### src/hdl/tgarle_pkg.sv
// Shared types and constants for the TGA run-length pixel decoder.
package tgarle_pkg;

  // Register map (index = byte address / 4)
  localparam logic [1:0] REG_WIDTH  = 2'd0;
  localparam logic [1:0] REG_HEIGHT = 2'd1;
  localparam logic [1:0] REG_RLE    = 2'd2;
  localparam logic [1:0] REG_BPP    = 2'd3;

  localparam int unsigned PADDR_W = 4;

  // Packet header fields
  localparam int unsigned HDR_RUN_BIT = 7;
  localparam logic [7:0]  MAX_PACKET  = 8'd128;
  localparam logic [7:0]  ALPHA_OPAQUE = 8'hFF;

  // Decoupling queue between front and back
  localparam int unsigned QDEPTH = 4;
  localparam int unsigned QPTR_W = $clog2(QDEPTH);
  localparam int unsigned QCNT_W = $clog2(QDEPTH + 1);

  // Front-end packet phase
  typedef enum logic [1:0] {
    PH_HEADER = 2'b01,
    PH_PIXEL  = 2'b10
  } phase_t;

  // Work entry handed from front to back
  typedef struct packed {
    logic       load;    // start a new image if nothing is owed
    logic       pixel;   // entry carries a pixel descriptor
    logic [7:0] rep;     // requested repeat, 1..128
    logic [7:0] blue;
    logic [7:0] green;
    logic [7:0] red;
    logic [7:0] alpha;
  } entry_t;

  // Configuration seen by the datapath
  typedef struct packed {
    logic        rle;      // packets vs. raw pixels
    logic        pix4;     // four-byte pixels
    logic [31:0] size;     // pixels per image, registered product
  } cfg_t;

endpackage

### src/hdl/tgarle_front.sv
// Front end: takes stream bytes, tracks packets and assembles pixels into work entries.
module tgarle_front (
  input  logic                 clk,
  input  logic                 rst_n,
  input  logic                 in_valid,
  output logic                 in_stall,
  input  logic [7:0]           in_byte,
  input  tgarle_pkg::cfg_t     cfg,
  input  logic                 q_full,
  output logic                 q_push,
  output tgarle_pkg::entry_t   q_data
);

  tgarle_pkg::phase_t phase_r, phase_nxt;
  logic [1:0]         bpos_r, bpos_nxt;
  logic               is_run_r, is_run_nxt;
  logic [7:0]         left_r, left_nxt;
  logic [23:0]        colour_r, colour_nxt;

  logic               accept;
  logic [1:0]         last_pos;
  logic               g_done;
  logic [23:0]        g_colour;
  logic [7:0]         g_alpha;
  logic [7:0]         left_fix;

  assign in_stall = q_full;
  assign accept   = in_valid & ~q_full;

  // Byte gathering into the current pixel
  assign last_pos = cfg.pix4 ? 2'd3 : 2'd2;
  assign g_done   = (bpos_r >= last_pos);
  assign g_alpha  = cfg.pix4 ? in_byte : tgarle_pkg::ALPHA_OPAQUE;

  always_comb begin
    g_colour = colour_r;
    if (g_done) begin
      if (!cfg.pix4) begin
        g_colour[23:16] = in_byte;
      end
    end else begin
      case (bpos_r)
        2'd0:    g_colour[7:0]   = in_byte;
        2'd1:    g_colour[15:8]  = in_byte;
        2'd2:    g_colour[23:16] = in_byte;
        default: g_colour        = colour_r;
      endcase
    end
  end

  // Out-of-range packet count acts as one
  assign left_fix = (left_r == 8'd0 || left_r > tgarle_pkg::MAX_PACKET) ? 8'd1 : left_r;

  // Packet state and entry generation
  always_comb begin
    phase_nxt    = phase_r;
    bpos_nxt     = bpos_r;
    is_run_nxt   = is_run_r;
    left_nxt     = left_r;
    colour_nxt   = colour_r;
    q_push       = 1'b0;
    q_data.load  = 1'b0;
    q_data.pixel = 1'b0;
    q_data.rep   = 8'd1;
    q_data.blue  = g_colour[7:0];
    q_data.green = g_colour[15:8];
    q_data.red   = g_colour[23:16];
    q_data.alpha = g_alpha;

    if (accept) begin
      if (!cfg.rle) begin
        // raw pixels
        colour_nxt = g_colour;
        bpos_nxt   = g_done ? 2'd0 : bpos_r + 2'd1;
        if (g_done) begin
          q_push       = 1'b1;
          q_data.load  = 1'b1;
          q_data.pixel = 1'b1;
        end
      end else if (phase_r == tgarle_pkg::PH_HEADER) begin
        // packet header
        q_push     = 1'b1;
        q_data.load = 1'b1;
        is_run_nxt = in_byte[tgarle_pkg::HDR_RUN_BIT];
        left_nxt   = {1'b0, in_byte[6:0]} + 8'd1;
        bpos_nxt   = 2'd0;
        phase_nxt  = tgarle_pkg::PH_PIXEL;
      end else begin
        // pixel bytes of a packet
        colour_nxt = g_colour;
        bpos_nxt   = g_done ? 2'd0 : bpos_r + 2'd1;
        if (g_done) begin
          q_push       = 1'b1;
          q_data.pixel = 1'b1;
          if (is_run_r) begin
            q_data.rep = left_fix;
            left_nxt   = 8'd0;
            phase_nxt  = tgarle_pkg::PH_HEADER;
          end else begin
            left_nxt = left_fix - 8'd1;
            if (left_fix == 8'd1) begin
              phase_nxt = tgarle_pkg::PH_HEADER;
            end
          end
        end
      end
    end
  end

  always_ff @(posedge clk) begin
    if (!rst_n) begin
      phase_r  <= tgarle_pkg::PH_HEADER;
      bpos_r   <= 2'd0;
      is_run_r <= 1'b0;
      left_r   <= 8'd0;
      colour_r <= 24'd0;
    end else begin
      phase_r  <= phase_nxt;
      bpos_r   <= bpos_nxt;
      is_run_r <= is_run_nxt;
      left_r   <= left_nxt;
      colour_r <= colour_nxt;
    end
  end

endmodule

### src/hdl/tgarle_queue.sv
// Short register queue decoupling the front end from the back end.
module tgarle_queue (
  input  logic               clk,
  input  logic               rst_n,
  input  logic               push,
  input  tgarle_pkg::entry_t push_data,
  input  logic               pop,
  output tgarle_pkg::entry_t head,
  output logic               full,
  output logic               empty
);

  tgarle_pkg::entry_t                  slot_r [tgarle_pkg::QDEPTH];
  logic [tgarle_pkg::QPTR_W-1:0]       wr_r, wr_nxt;
  logic [tgarle_pkg::QPTR_W-1:0]       rd_r, rd_nxt;
  logic [tgarle_pkg::QCNT_W-1:0]       cnt_r, cnt_nxt;
  logic                                do_push;
  logic                                do_pop;

  assign full    = (cnt_r == tgarle_pkg::QCNT_W'(tgarle_pkg::QDEPTH));
  assign empty   = (cnt_r == '0);
  assign do_push = push & ~full;
  assign do_pop  = pop & ~empty;
  assign head    = slot_r[rd_r];

  // Pointer and occupancy update
  always_comb begin
    wr_nxt  = do_push ? wr_r + 1'b1 : wr_r;
    rd_nxt  = do_pop ? rd_r + 1'b1 : rd_r;
    cnt_nxt = cnt_r;
    if (do_push && !do_pop) begin
      cnt_nxt = cnt_r + 1'b1;
    end else if (do_pop && !do_push) begin
      cnt_nxt = cnt_r - 1'b1;
    end
  end

  always_ff @(posedge clk) begin
    if (!rst_n) begin
      wr_r  <= '0;
      rd_r  <= '0;
      cnt_r <= '0;
    end else begin
      wr_r  <= wr_nxt;
      rd_r  <= rd_nxt;
      cnt_r <= cnt_nxt;
    end
  end

  // Entry storage, no reset
  always_ff @(posedge clk) begin
    if (do_push) begin
      slot_r[wr_r] <= push_data;
    end
  end

endmodule

### src/hdl/tgarle_back.sv
// Back end: counts image pixels, clips runs and drives the output register.
module tgarle_back (
  input  logic               clk,
  input  logic               rst_n,
  input  tgarle_pkg::cfg_t   cfg,
  input  logic               q_empty,
  input  tgarle_pkg::entry_t q_head,
  output logic               q_pop,
  output logic               out_valid,
  input  logic               out_stall,
  output logic [7:0]         out_blue,
  output logic [7:0]         out_green,
  output logic [7:0]         out_red,
  output logic [7:0]         out_alpha,
  output logic [7:0]         out_repeat_res,
  output logic               out_image_last
);

  logic [31:0] owed_r, owed_nxt;
  logic        ov_r, ov_nxt;
  logic [7:0]  blue_r, green_r, red_r, alpha_r, rep_r;
  logic        last_r;

  logic [31:0] base;
  logic        emits;
  logic        clip;
  logic [7:0]  rep_out;

  assign q_pop = ~q_empty & (~ov_r | ~out_stall);

  // Pixel accounting for the head entry
  assign base    = (q_head.load && owed_r == 32'd0) ? cfg.size : owed_r;
  assign emits   = q_head.pixel & (base != 32'd0);
  assign clip    = (base <= {24'd0, q_head.rep});
  assign rep_out = clip ? base[7:0] : q_head.rep;

  always_comb begin
    owed_nxt = owed_r;
    ov_nxt   = ov_r & out_stall;
    if (q_pop) begin
      owed_nxt = base;
      if (emits) begin
        owed_nxt = clip ? 32'd0 : base - {24'd0, q_head.rep};
        ov_nxt   = 1'b1;
      end
    end
  end

  always_ff @(posedge clk) begin
    if (!rst_n) begin
      owed_r <= 32'd0;
      ov_r   <= 1'b0;
    end else begin
      owed_r <= owed_nxt;
      ov_r   <= ov_nxt;
    end
  end

  // Output beat payload
  always_ff @(posedge clk) begin
    if (q_pop && emits) begin
      blue_r  <= q_head.blue;
      green_r <= q_head.green;
      red_r   <= q_head.red;
      alpha_r <= q_head.alpha;
      rep_r   <= rep_out;
      last_r  <= clip;
    end
  end

  assign out_valid      = ov_r;
  assign out_blue       = blue_r;
  assign out_green      = green_r;
  assign out_red        = red_r;
  assign out_alpha      = alpha_r;
  assign out_repeat_res = rep_r;
  assign out_image_last = last_r;

endmodule

### src/hdl/tga_rle_pixel_decoder_core.sv
// Top level of the TGA run-length pixel decoder: register file, front, queue and back.
//
//  channel  | direction | handshake            | payload
//  ---------+-----------+----------------------+------------------------------------------
//  in       | in        | in_valid / in_stall  | in_byte
//  out      | out       | out_valid / out_stall| out_blue/green/red/alpha/repeat_res/image_last
//  config   | in        | psel/penable/pready  | paddr, pwrite, pwdata, prdata
//
// One byte is taken every cycle while the 4-entry queue has room; the pixel that a byte
// completes passes through a queue slot and then the back output register before it leaves as a beat.
// The queue and the output register let input and output stall independently.
// Reset is synchronous (rst_n low): packet state, pixel count and queue are cleared,
// registers return to width 1, height 1, RLE on, 3 bytes per pixel.
module tga_rle_pixel_decoder_core (
  input  logic                            clk,
  input  logic                            rst_n,
  input  logic                            in_valid,
  output logic                            in_stall,
  input  logic [7:0]                      in_byte,
  output logic                            out_valid,
  input  logic                            out_stall,
  output logic [7:0]                      out_blue,
  output logic [7:0]                      out_green,
  output logic [7:0]                      out_red,
  output logic [7:0]                      out_alpha,
  output logic [7:0]                      out_repeat_res,
  output logic                            out_image_last,
  input  logic                            psel,
  input  logic                            penable,
  input  logic                            pwrite,
  input  logic [tgarle_pkg::PADDR_W-1:0]  paddr,
  input  logic [31:0]                     pwdata,
  output logic [31:0]                     prdata,
  output logic                            pready
);

  logic [15:0]        width_r;
  logic [15:0]        height_r;
  logic               rle_r;
  logic [2:0]         bpp_r;
  logic [31:0]        size_r;
  logic               wr_en;
  logic [1:0]         reg_idx;
  logic [15:0]        w_eff;
  logic [15:0]        h_eff;
  tgarle_pkg::cfg_t   cfg;
  logic               q_push;
  logic               q_pop;
  logic               q_full;
  logic               q_empty;
  tgarle_pkg::entry_t q_wdata;
  tgarle_pkg::entry_t q_head;

  // Configuration registers
  assign pready  = 1'b1;
  assign reg_idx = paddr[3:2];
  assign wr_en   = psel & penable & pwrite & pready;

  always_ff @(posedge clk) begin
    if (!rst_n) begin
      width_r  <= 16'd1;
      height_r <= 16'd1;
      rle_r    <= 1'b1;
      bpp_r    <= 3'd3;
    end else if (wr_en) begin
      case (reg_idx)
        tgarle_pkg::REG_WIDTH:  width_r  <= pwdata[15:0];
        tgarle_pkg::REG_HEIGHT: height_r <= pwdata[15:0];
        tgarle_pkg::REG_RLE:    rle_r    <= pwdata[0];
        tgarle_pkg::REG_BPP:    bpp_r    <= pwdata[2:0];
        default: ;
      endcase
    end
  end

  always_comb begin
    case (reg_idx)
      tgarle_pkg::REG_WIDTH:  prdata = {16'd0, width_r};
      tgarle_pkg::REG_HEIGHT: prdata = {16'd0, height_r};
      tgarle_pkg::REG_RLE:    prdata = {31'd0, rle_r};
      tgarle_pkg::REG_BPP:    prdata = {29'd0, bpp_r};
      default:                prdata = 32'd0;
    endcase
  end

  // Image size, zero dimension acts as one; registered product
  assign w_eff = (width_r == 16'd0) ? 16'd1 : width_r;
  assign h_eff = (height_r == 16'd0) ? 16'd1 : height_r;

  always_ff @(posedge clk) begin
    size_r <= w_eff * h_eff;
  end

  assign cfg.rle  = rle_r;
  assign cfg.pix4 = (bpp_r >= 3'd4);
  assign cfg.size = size_r;

  tgarle_front u_front (
    .clk      (clk),
    .rst_n    (rst_n),
    .in_valid (in_valid),
    .in_stall (in_stall),
    .in_byte  (in_byte),
    .cfg      (cfg),
    .q_full   (q_full),
    .q_push   (q_push),
    .q_data   (q_wdata)
  );

  tgarle_queue u_queue (
    .clk       (clk),
    .rst_n     (rst_n),
    .push      (q_push),
    .push_data (q_wdata),
    .pop       (q_pop),
    .head      (q_head),
    .full      (q_full),
    .empty     (q_empty)
  );

  tgarle_back u_back (
    .clk            (clk),
    .rst_n          (rst_n),
    .cfg            (cfg),
    .q_empty        (q_empty),
    .q_head         (q_head),
    .q_pop          (q_pop),
    .out_valid      (out_valid),
    .out_stall      (out_stall),
    .out_blue       (out_blue),
    .out_green      (out_green),
    .out_red        (out_red),
    .out_alpha      (out_alpha),
    .out_repeat_res (out_repeat_res),
    .out_image_last (out_image_last)
  );

endmodule
### config.mk
export PLATFORM = sky130hd
export DESIGN_NAME = tga_rle_pixel_decoder_core
export DESIGN_NICKNAME = d
export VERILOG_FILES = /design/src/hdl/tgarle_pkg.sv /design/src/hdl/tgarle_front.sv /design/src/hdl/tgarle_queue.sv /design/src/hdl/tgarle_back.sv /design/src/hdl/tga_rle_pixel_decoder_core.sv
export SDC_FILE = /design/constraint.sdc
export NUM_CORES = 1
export LEC_CHECK = 0
export ABC_AREA = 1
export BUFFER_PORTS_ARGS = -buffer_cell sky130_fd_sc_hd__clkbuf_2
export CORE_MARGIN = 2
export CORE_UTILIZATION = 35
export DETAILED_ROUTE_END_ITERATION = 7
export PLACE_DENSITY = 0.61
export SYNTH_ARGS = -nofsm -noshare
export SYNTH_HDL_FRONTEND = slang
export SYNTH_SLANG_ARGS = --single-unit
export TNS_END_PERCENT = 20
### constraint.sdc
create_clock -name clk -period 8.29 [get_ports clk]
set_input_delay 2.487 -clock clk [delete_from_list [all_inputs] [get_ports clk]]
set_output_delay 2.487 -clock clk [all_outputs]
set_load 0.005 [all_outputs]
==> impl_metrics.yaml, run 1 <==
run_status:
  outcome: "complete, no violations"
final_layout:
  final_layout_size_suffix_gt1_share_pct: 8.25
  syn_to_final_growth_pct: 10.8
  final_design_area_no_fill_sq_um: 26700
  regArea_sq_um: 9220
  fill_cells: 6869
  finalNetCount: 3187
  instances_no_fill: 3730
  multiInputGateArea_sq_um: 12400
placed_design:
  gp_congestion: 0.834
  port_buffers: 91
  place_inst: 3657
  dp.final_hpwl_mm: 41.1
  dpl-instance-area_sq_um: 25300
grt:
  initial_antenna_violation_count: 1
  grt.total_usage_pct: 16.7
  grt_remaining_overflow: 0
  grt_first_pass_wirelength_mm: 95.0
  grt_pass1_vias: 17883
  grt_start_max_net_pins: 86
routing:
  route.vias.total: 18294
  antenna_left: 0
  drt_wl_total_mm: 58.5
  vias_per_cell: 4.90
  post-route-drc-count: 0
  drt_iter0_drc: 1302
  routedWlPerCell_um: 15.7
  firstDrtPassIters: 7
synth:
  ys_seq_area_share_pct: 38.3
  synth_edf_count: 209
  synth_largest_area_cell: "sky130_fd_sc_hd__edfxtp_1"
  netlist_area_sq_um: 24100
  synth_cell_types: 47
  synthesis.instances: 2791
  synth_top_cells_by_area: "sky130_fd_sc_hd__edfxtp_1 (26%), sky130_fd_sc_hd__fa_1 (16%), sky130_fd_sc_hd__dfxtp_1 (12%), sky130_fd_sc_hd__nand2_1 (8.5%), sky130_fd_sc_hd__inv_1 (7.7%)"
  avgSynthCellArea_sq_um: 8.63
  postSynthRegisterBits: 356
  ys_top_cells_by_count: "sky130_fd_sc_hd__nand2_1 (544), sky130_fd_sc_hd__inv_1 (495), sky130_fd_sc_hd__nor2_1 (236)"
  synth-warning-count: 0
  ys.flop_type: "sky130_fd_sc_hd__edfxtp_1"
  post-synth-top-count-cell: "sky130_fd_sc_hd__nand2_1"
  synth_top_cell_area_share_pct: 26.1
  ys_async_rst_share_pct: 0
power:
  vdd_drop_max_v: 0.000166
  power_density_nw_per_um2: 251
  power.static_leakage_uw: 0.0124
cts:
  postCtsSetupBuffers: 0
  cts_max_path_buffers: 3
  cts_tree: "yes"
  numCtsBuffers: 39
  cts_sinks: 356
  worst_skew_pair.late_latency_ps: 560
  clock_tree.htree_level_count: 2
  clock_tree_root_driver_cell: "sky130_fd_sc_hd__clkbuf_16"
  holdBufCountCts: 0
  clkSlewWorstSetupHoldPaths_ps: 60
  post_cts.resized_instances: 0
timing:
  report.final.hold_viol_count: 0
  final_max_tran_viols: 0
  rsz0062_at_grt: "no"
  tns_ps: 0
  fin_crit_sh_pct: 80.7
  timing.max_slew.rel_slack_pct: 29.7
  tightest_slew_ps: 1050
  max_freq_mhz: 150
  fin_worst_skew_ps: 25.0
  post-route-min-period_ps: 6690
  setup_viol: 0
worst_setup_path:
  crit_type: "reg -> reg"
  timing.critical_path.fanout_max: 19
  cp-start-kind: "register"
  critPathRequiredTime_ps: 8720
  critical_path_arrival_ps: 7120
  setup.worst_path.end_class: "register"
  slowest_delay_ps: 560
  critical_path_buf_inv_count: 6
  worst_path_most_repeated_cell: "sky130_fd_sc_hd__inv_1"
  cp_delay_by_family_top: "adder cells"
  critical_path.slowest_cell: "sky130_fd_sc_hd__nor4_1"
die:
  num_rows: 96
  die_height_um: 266
  floorplan.die_area_sq_um: 70900
  io_pins: 127
  floorplan_die_width_um: 266
  start_util_pct: 35.2
  core-area_sq_um: 68300
worst_hold_path:
  hold_path.class: "reg -> reg"
run:
  max-cap-violations: 0
tightest hold or removal path, stage by stage (launching register included):
cell	delay (ps)
sky130_fd_sc_hd__dfxtp_1	310
sky130_fd_sc_hd__nand2_1	60
sky130_fd_sc_hd__a21oi_1	50
metrics by stage:
| stage | power, uW | hold WS, ps | worst slack [ps] | utilization (%) |
|---|---|---|---|---|
| after floorplan | 4160 | 429 | 2520 | - |
| final | 6690 | 463 | 1600 | 39.1 |
| after global routing | 7140 | 479 | 1070 | 39.1 |
| after detailed placement | 4850 | 448 | 1760 | 37.0 |
| after global placement | 4820 | 444 | 1750 | 37.0 |
| after CTS | 6740 | 464 | 1710 | 39.1 |
sequential cells by signal, summed over array words and instances, names as in the netlist, 16 cells and up, named ones only:
signal and cells:
height_r 16, size_r 32, u_back.owed_r 32, u_front.colour_r 24, u_queue.slot_r 168, width_r 16
cell type report:
| type | instances | share of cell area [%] |
|---|---|---|
| Tap cell | 882 | 4.13 |
| Multi-Input combinational cell | 1789 | 46.4 |
| Clock buffer | 46 | 3.87 |
| Antenna cell | 1 | 0.00937 |
| Timing Repair Buffer | 126 | 2.69 |
| Sequential cell | 356 | 34.5 |
| Inverter | 504 | 7.08 |
| Clock inverter | 26 | 1.33 |
final timing paths:
check | start | to | slack [ps] | depth (start not counted)
setup / recovery | width_r[15] | size_r[29] | 1600 | 26
hold / removal | u_front.phase_r[1] | u_front.phase_r[1] | 460 | 2
setup reg to reg | width_r[15] | size_r[29] | 1600 | 26
hold reg to reg | u_front.phase_r[1] | u_front.phase_r[1] | 460 | 2
power by group:
| group | internal, uW | leakage (uW) | switching (uW) | total, uW |
|---|---|---|---|---|
| clock | 1130 | 0.000681 | 758 | 1880 |
| sequential | 2290 | 0.00308 | 116 | 2410 |
| combinational | 714 | 0.00864 | 1690 | 2400 |
| total | 4130 | 0.0124 | 2560 | 6690 |
logic make-up after synthesis:
kind of cell,count (synthesis),synth area share [%]
AO/OA/AOI/OAI,446,10.3
XOR/XNOR,35,1.27
adder cells (fa/ha/maj),320,22.7
buffers and inverters,661,10.8
flip-flops,356,38.3
other,2,0.0312
AND/OR/NAND/NOR,971,16.6
metal layers:
layer,global-route usage (%),up-vias,wire length (um),part of all wire [%]
met5,0,-,0,0
met3,1.99,89,2820,4.8
met1,21.8,8893,25700,44
met4,4.57,0,1330,2.3
li1,-,8908,-,-
met2,29.1,404,28700,49
layout by cell type, fill, tap and decap left out, types with 5 or more instances in the layout:
| cell | synthesis | layout |
|---|---|---|
| sky130_fd_sc_hd__edfxtp_1 | 209 | 209 |
| sky130_fd_sc_hd__nand2_2 | 6 | 6 |
| sky130_fd_sc_hd__clkbuf_2 | 0 | 91 |
| sky130_fd_sc_hd__nor4_1 | 10 | 10 |
| sky130_fd_sc_hd__nor3_1 | 9 | 9 |
| sky130_fd_sc_hd__a211oi_1 | 8 | 8 |
| sky130_fd_sc_hd__buf_4 | 21 | 35 |
| sky130_fd_sc_hd__fa_1 | 196 | 196 |
| sky130_fd_sc_hd__nand3_1 | 111 | 111 |
| sky130_fd_sc_hd__clkbuf_16 | 0 | 39 |
| sky130_fd_sc_hd__inv_2 | 9 | 9 |
| sky130_fd_sc_hd__nand4_1 | 32 | 32 |
| sky130_fd_sc_hd__or2_2 | 5 | 5 |
| sky130_fd_sc_hd__nor2_1 | 236 | 232 |
| sky130_fd_sc_hd__nor2_2 | 7 | 6 |
| sky130_fd_sc_hd__a31oi_1 | 6 | 6 |
| sky130_fd_sc_hd__o22ai_1 | 37 | 37 |
| sky130_fd_sc_hd__a21oi_1 | 151 | 151 |
| sky130_fd_sc_hd__nand2_1 | 544 | 544 |
| sky130_fd_sc_hd__xor2_1 | 26 | 26 |
| sky130_fd_sc_hd__bufinv_16 | 0 | 7 |
| sky130_fd_sc_hd__inv_1 | 495 | 495 |
| sky130_fd_sc_hd__clkinv_2 | 0 | 6 |
| sky130_fd_sc_hd__nor2_4 | 3 | 8 |
| sky130_fd_sc_hd__o211ai_1 | 13 | 13 |
| sky130_fd_sc_hd__dfxtp_1 | 147 | 146 |
| sky130_fd_sc_hd__xnor2_1 | 9 | 9 |
| sky130_fd_sc_hd__o21ai_0 | 195 | 195 |
| sky130_fd_sc_hd__ha_1 | 124 | 124 |
| sky130_fd_sc_hd__conb_1 | 2 | 17 |
Power figures use the tool's default switching activity.
==> run 2, diff against run 1 <==
==> constraint.sdc (replaced) <==
create_clock -name clk -period 6.7 [get_ports clk]
set_input_delay 2.01 -clock clk [delete_from_list [all_inputs] [get_ports clk]]
set_output_delay 2.01 -clock clk [all_outputs]
set_load 0.005 [all_outputs]
==> run 2 against run 1 <==
  * Critical path type unchanged
  * Clock-buffer cell count rose by 4
  * Cell count grew 0.43%
  * Highest routed layer unchanged
  * Largest power group unchanged
  * Combinational power is 22% higher
==> impl_metrics.yaml, run 2 (synthesis gave the netlist of run 1 again) <==
run_status:
  outcome: "complete, no violations"
worst_setup_path:
  critical_path_arrival_ps: 6610
  cp_delay_by_family_top: "adder cells"
  slowest_delay_ps: 520
  crit_type: "reg -> reg"
  critical_path.slowest_cell: "sky130_fd_sc_hd__fa_1"
  worst_path_most_repeated_cell: "sky130_fd_sc_hd__fa_1"
  timing.critical_path.fanout_max: 9
  path_cells: "nor4_1, nand4_1, nand2_1, nand2_1, fa_1, fa_1, inv_1, fa_1, fa_1, fa_1, inv_1, fa_1, inv_1, ha_1, nand2_1, nor2_1, inv_1, o21ai_0, a21boi_0, o21ai_0, nand2_1, nand2_1, xor2_1"
  reg2reg_slack_ps: 570
  cp-start-kind: "register"
  critPathRequiredTime_ps: 7170
  critical_path_buf_inv_count: 4
  setup.worst_path.end_class: "register"
timing:
  rsz0062_at_grt: "no"
  fin_worst_skew_ps: 9.18
  setup_viol: 0
  tns_ps: 0
  final_max_tran_viols: 0
  timing.max_slew.rel_slack_pct: 25.2
  max_freq_mhz: 163
  report.final.hold_viol_count: 0
  tightest_slew_ps: 1110
  fin_crit_sh_pct: 91.5
  fin_worst_hold_slack_ps: 463
  final_critical_path_setup_slack_ps: 568
  post-route-min-period_ps: 6130
final_layout:
  syn_to_final_growth_pct: 11.0
  fill_cells: 6891
  mostFrequentLayoutCells: "sky130_fd_sc_hd__nand2_1 (544), sky130_fd_sc_hd__inv_1 (495), sky130_fd_sc_hd__nor2_1 (232), sky130_fd_sc_hd__edfxtp_1 (209), sky130_fd_sc_hd__fa_1 (196)"
  antenna_cells: 0
  final_layout_size_suffix_gt1_share_pct: 8.62
  regMostFlops: "u_queue.slot_r"
  top_regs: "u_queue.slot_r x168, size_r x32, u_back.owed_r x32"
  finalNetCount: 3206
  largest_reg_flops: 168
  most_common_cell_after_layout_fill_and_taps_aside: "sky130_fd_sc_hd__nand2_1"
cts:
  clock_tree_root_driver_cell: "sky130_fd_sc_hd__clkbuf_16"
  post_cts.resized_instances: 0
  postCtsSetupBuffers: 0
  numCtsBuffers: 38
  holdBufCountCts: 0
  worst_skew_pair.late_latency_ps: 550
  cts_sinks: 356
  clock_tree.htree_level_count: 2
  cts_max_path_buffers: 3
  clkSlewWorstSetupHoldPaths_ps: 60
  cts_tree: "yes"
power:
  power.static_leakage_uw: 0.0124
  p_seq_share_pct: 37.3
  p_sw_share_pct: 38.6
  power_density_nw_per_um2: 303
  power_report.internal_total_uw: 4980
  net_switching_power_of_the_design_uw: 3130
  comb_power_share_pct: 36.1
  vdd_drop_max_v: 0.000180
  clkPwrFrac_pct: 26.6
grt:
  grt.total_usage_pct: 16.9
  grt_first_pass_wirelength_mm: 95.9
  grt_remaining_overflow: 0
  initial_antenna_violation_count: 1
  grt_start_max_net_pins: 67
  grt_pass1_vias: 18114
routing:
  drt_iter0_drc: 1235
  route.vias.total: 18351
  firstDrtPassIters: 5
  post-route-drc-count: 0
  routedWlPerCell_um: 15.8
  drt_wl_total_mm: 59.0
  antenna_left: 0
  vias_per_cell: 4.90
die:
  floorplan_die_width_um: 266
  num_rows: 96
  die_height_um: 266
  floorplan.die_area_sq_um: 70900
  start_util_pct: 35.2
  io_pins: 127
  core-area_sq_um: 68300
placed_design:
  port_buffers: 91
  gp_congestion: 0.864
  dpl_worst_slack_ps: 618
  dp.final_hpwl_mm: 42.8
run:
  max-cap-violations: 0
worst_hold_path:
  hold_path.class: "reg -> reg"
## run 2: changes by cell type in the layout (fill, tap and decap cells not counted), moves of 3 or more
cell                        previous run  this run
sky130_fd_sc_hd__clkinv_4              3         0
sky130_fd_sc_hd__clkbuf_1              4        10
sky130_fd_sc_hd__buf_4                35        54
sky130_fd_sc_hd__bufinv_16             7         4
sky130_fd_sc_hd__clkbuf_8              3         0
## run 2: layer usage
metal | vias up | GRT usage (%) | part of all wire, %
met1 | 8843 | 21.8 | 44
met3 | 93 | 1.88 | 4.7
li1 | 8968 | - | -
met2 | 447 | 29.8 | 49
met5 | - | 0 | 0
met4 | 0 | 4.69 | 2.3
## run 2: area by class of cell
class	count	area, sq um	area share [%]
Tap cell	882	1100	4.13
Clock inverter	19	233	0.870
Timing Repair Buffer	146	881	3.29
Sequential cell	356	9220	34.5
Inverter	504	1890	7.07
Multi-Input combinational cell	1789	12400	46.3
Clock buffer	50	1040	3.88
## run 2: power groups by stage
stage	logic, uW	clock network, uW	registers [uW]
CTS	2950	2200	3030
global route	3310	2290	3060
finish	2930	2160	3020
floorplan	2140	0	3010
detailed placement	2940	0	3070
global placement	2910	0	3070
## run 2: tightest hold or removal path, stage by stage, from the launching register on
cell                      delay [ps]
sky130_fd_sc_hd__dfxtp_1         330
sky130_fd_sc_hd__nand2_1          50
sky130_fd_sc_hd__nand3_1          50
## run 2: final timing paths
path                   start         end  cells past startpoint
setup / recovery  width_r[5]  size_r[29]                     23
hold / removal      bpp_r[0]    bpp_r[0]                      2
setup reg to reg  width_r[5]  size_r[29]                     23
hold reg to reg     bpp_r[0]    bpp_r[0]                      2
## run 2: per-stage QoR
stage | cell area, sq um | cells | power [uW] | util (%)
floorplan | 24100 | 2806 | 5150 | -
global placement | 25500 | 3677 | 5980 | 37.3
detailed placement | 25500 | 3677 | 6010 | 37.3
CTS | 26700 | 3746 | 8180 | 39.1
global route | 26700 | 3746 | 8660 | 39.1
finish | 26700 | 3746 | 8100 | 39.1
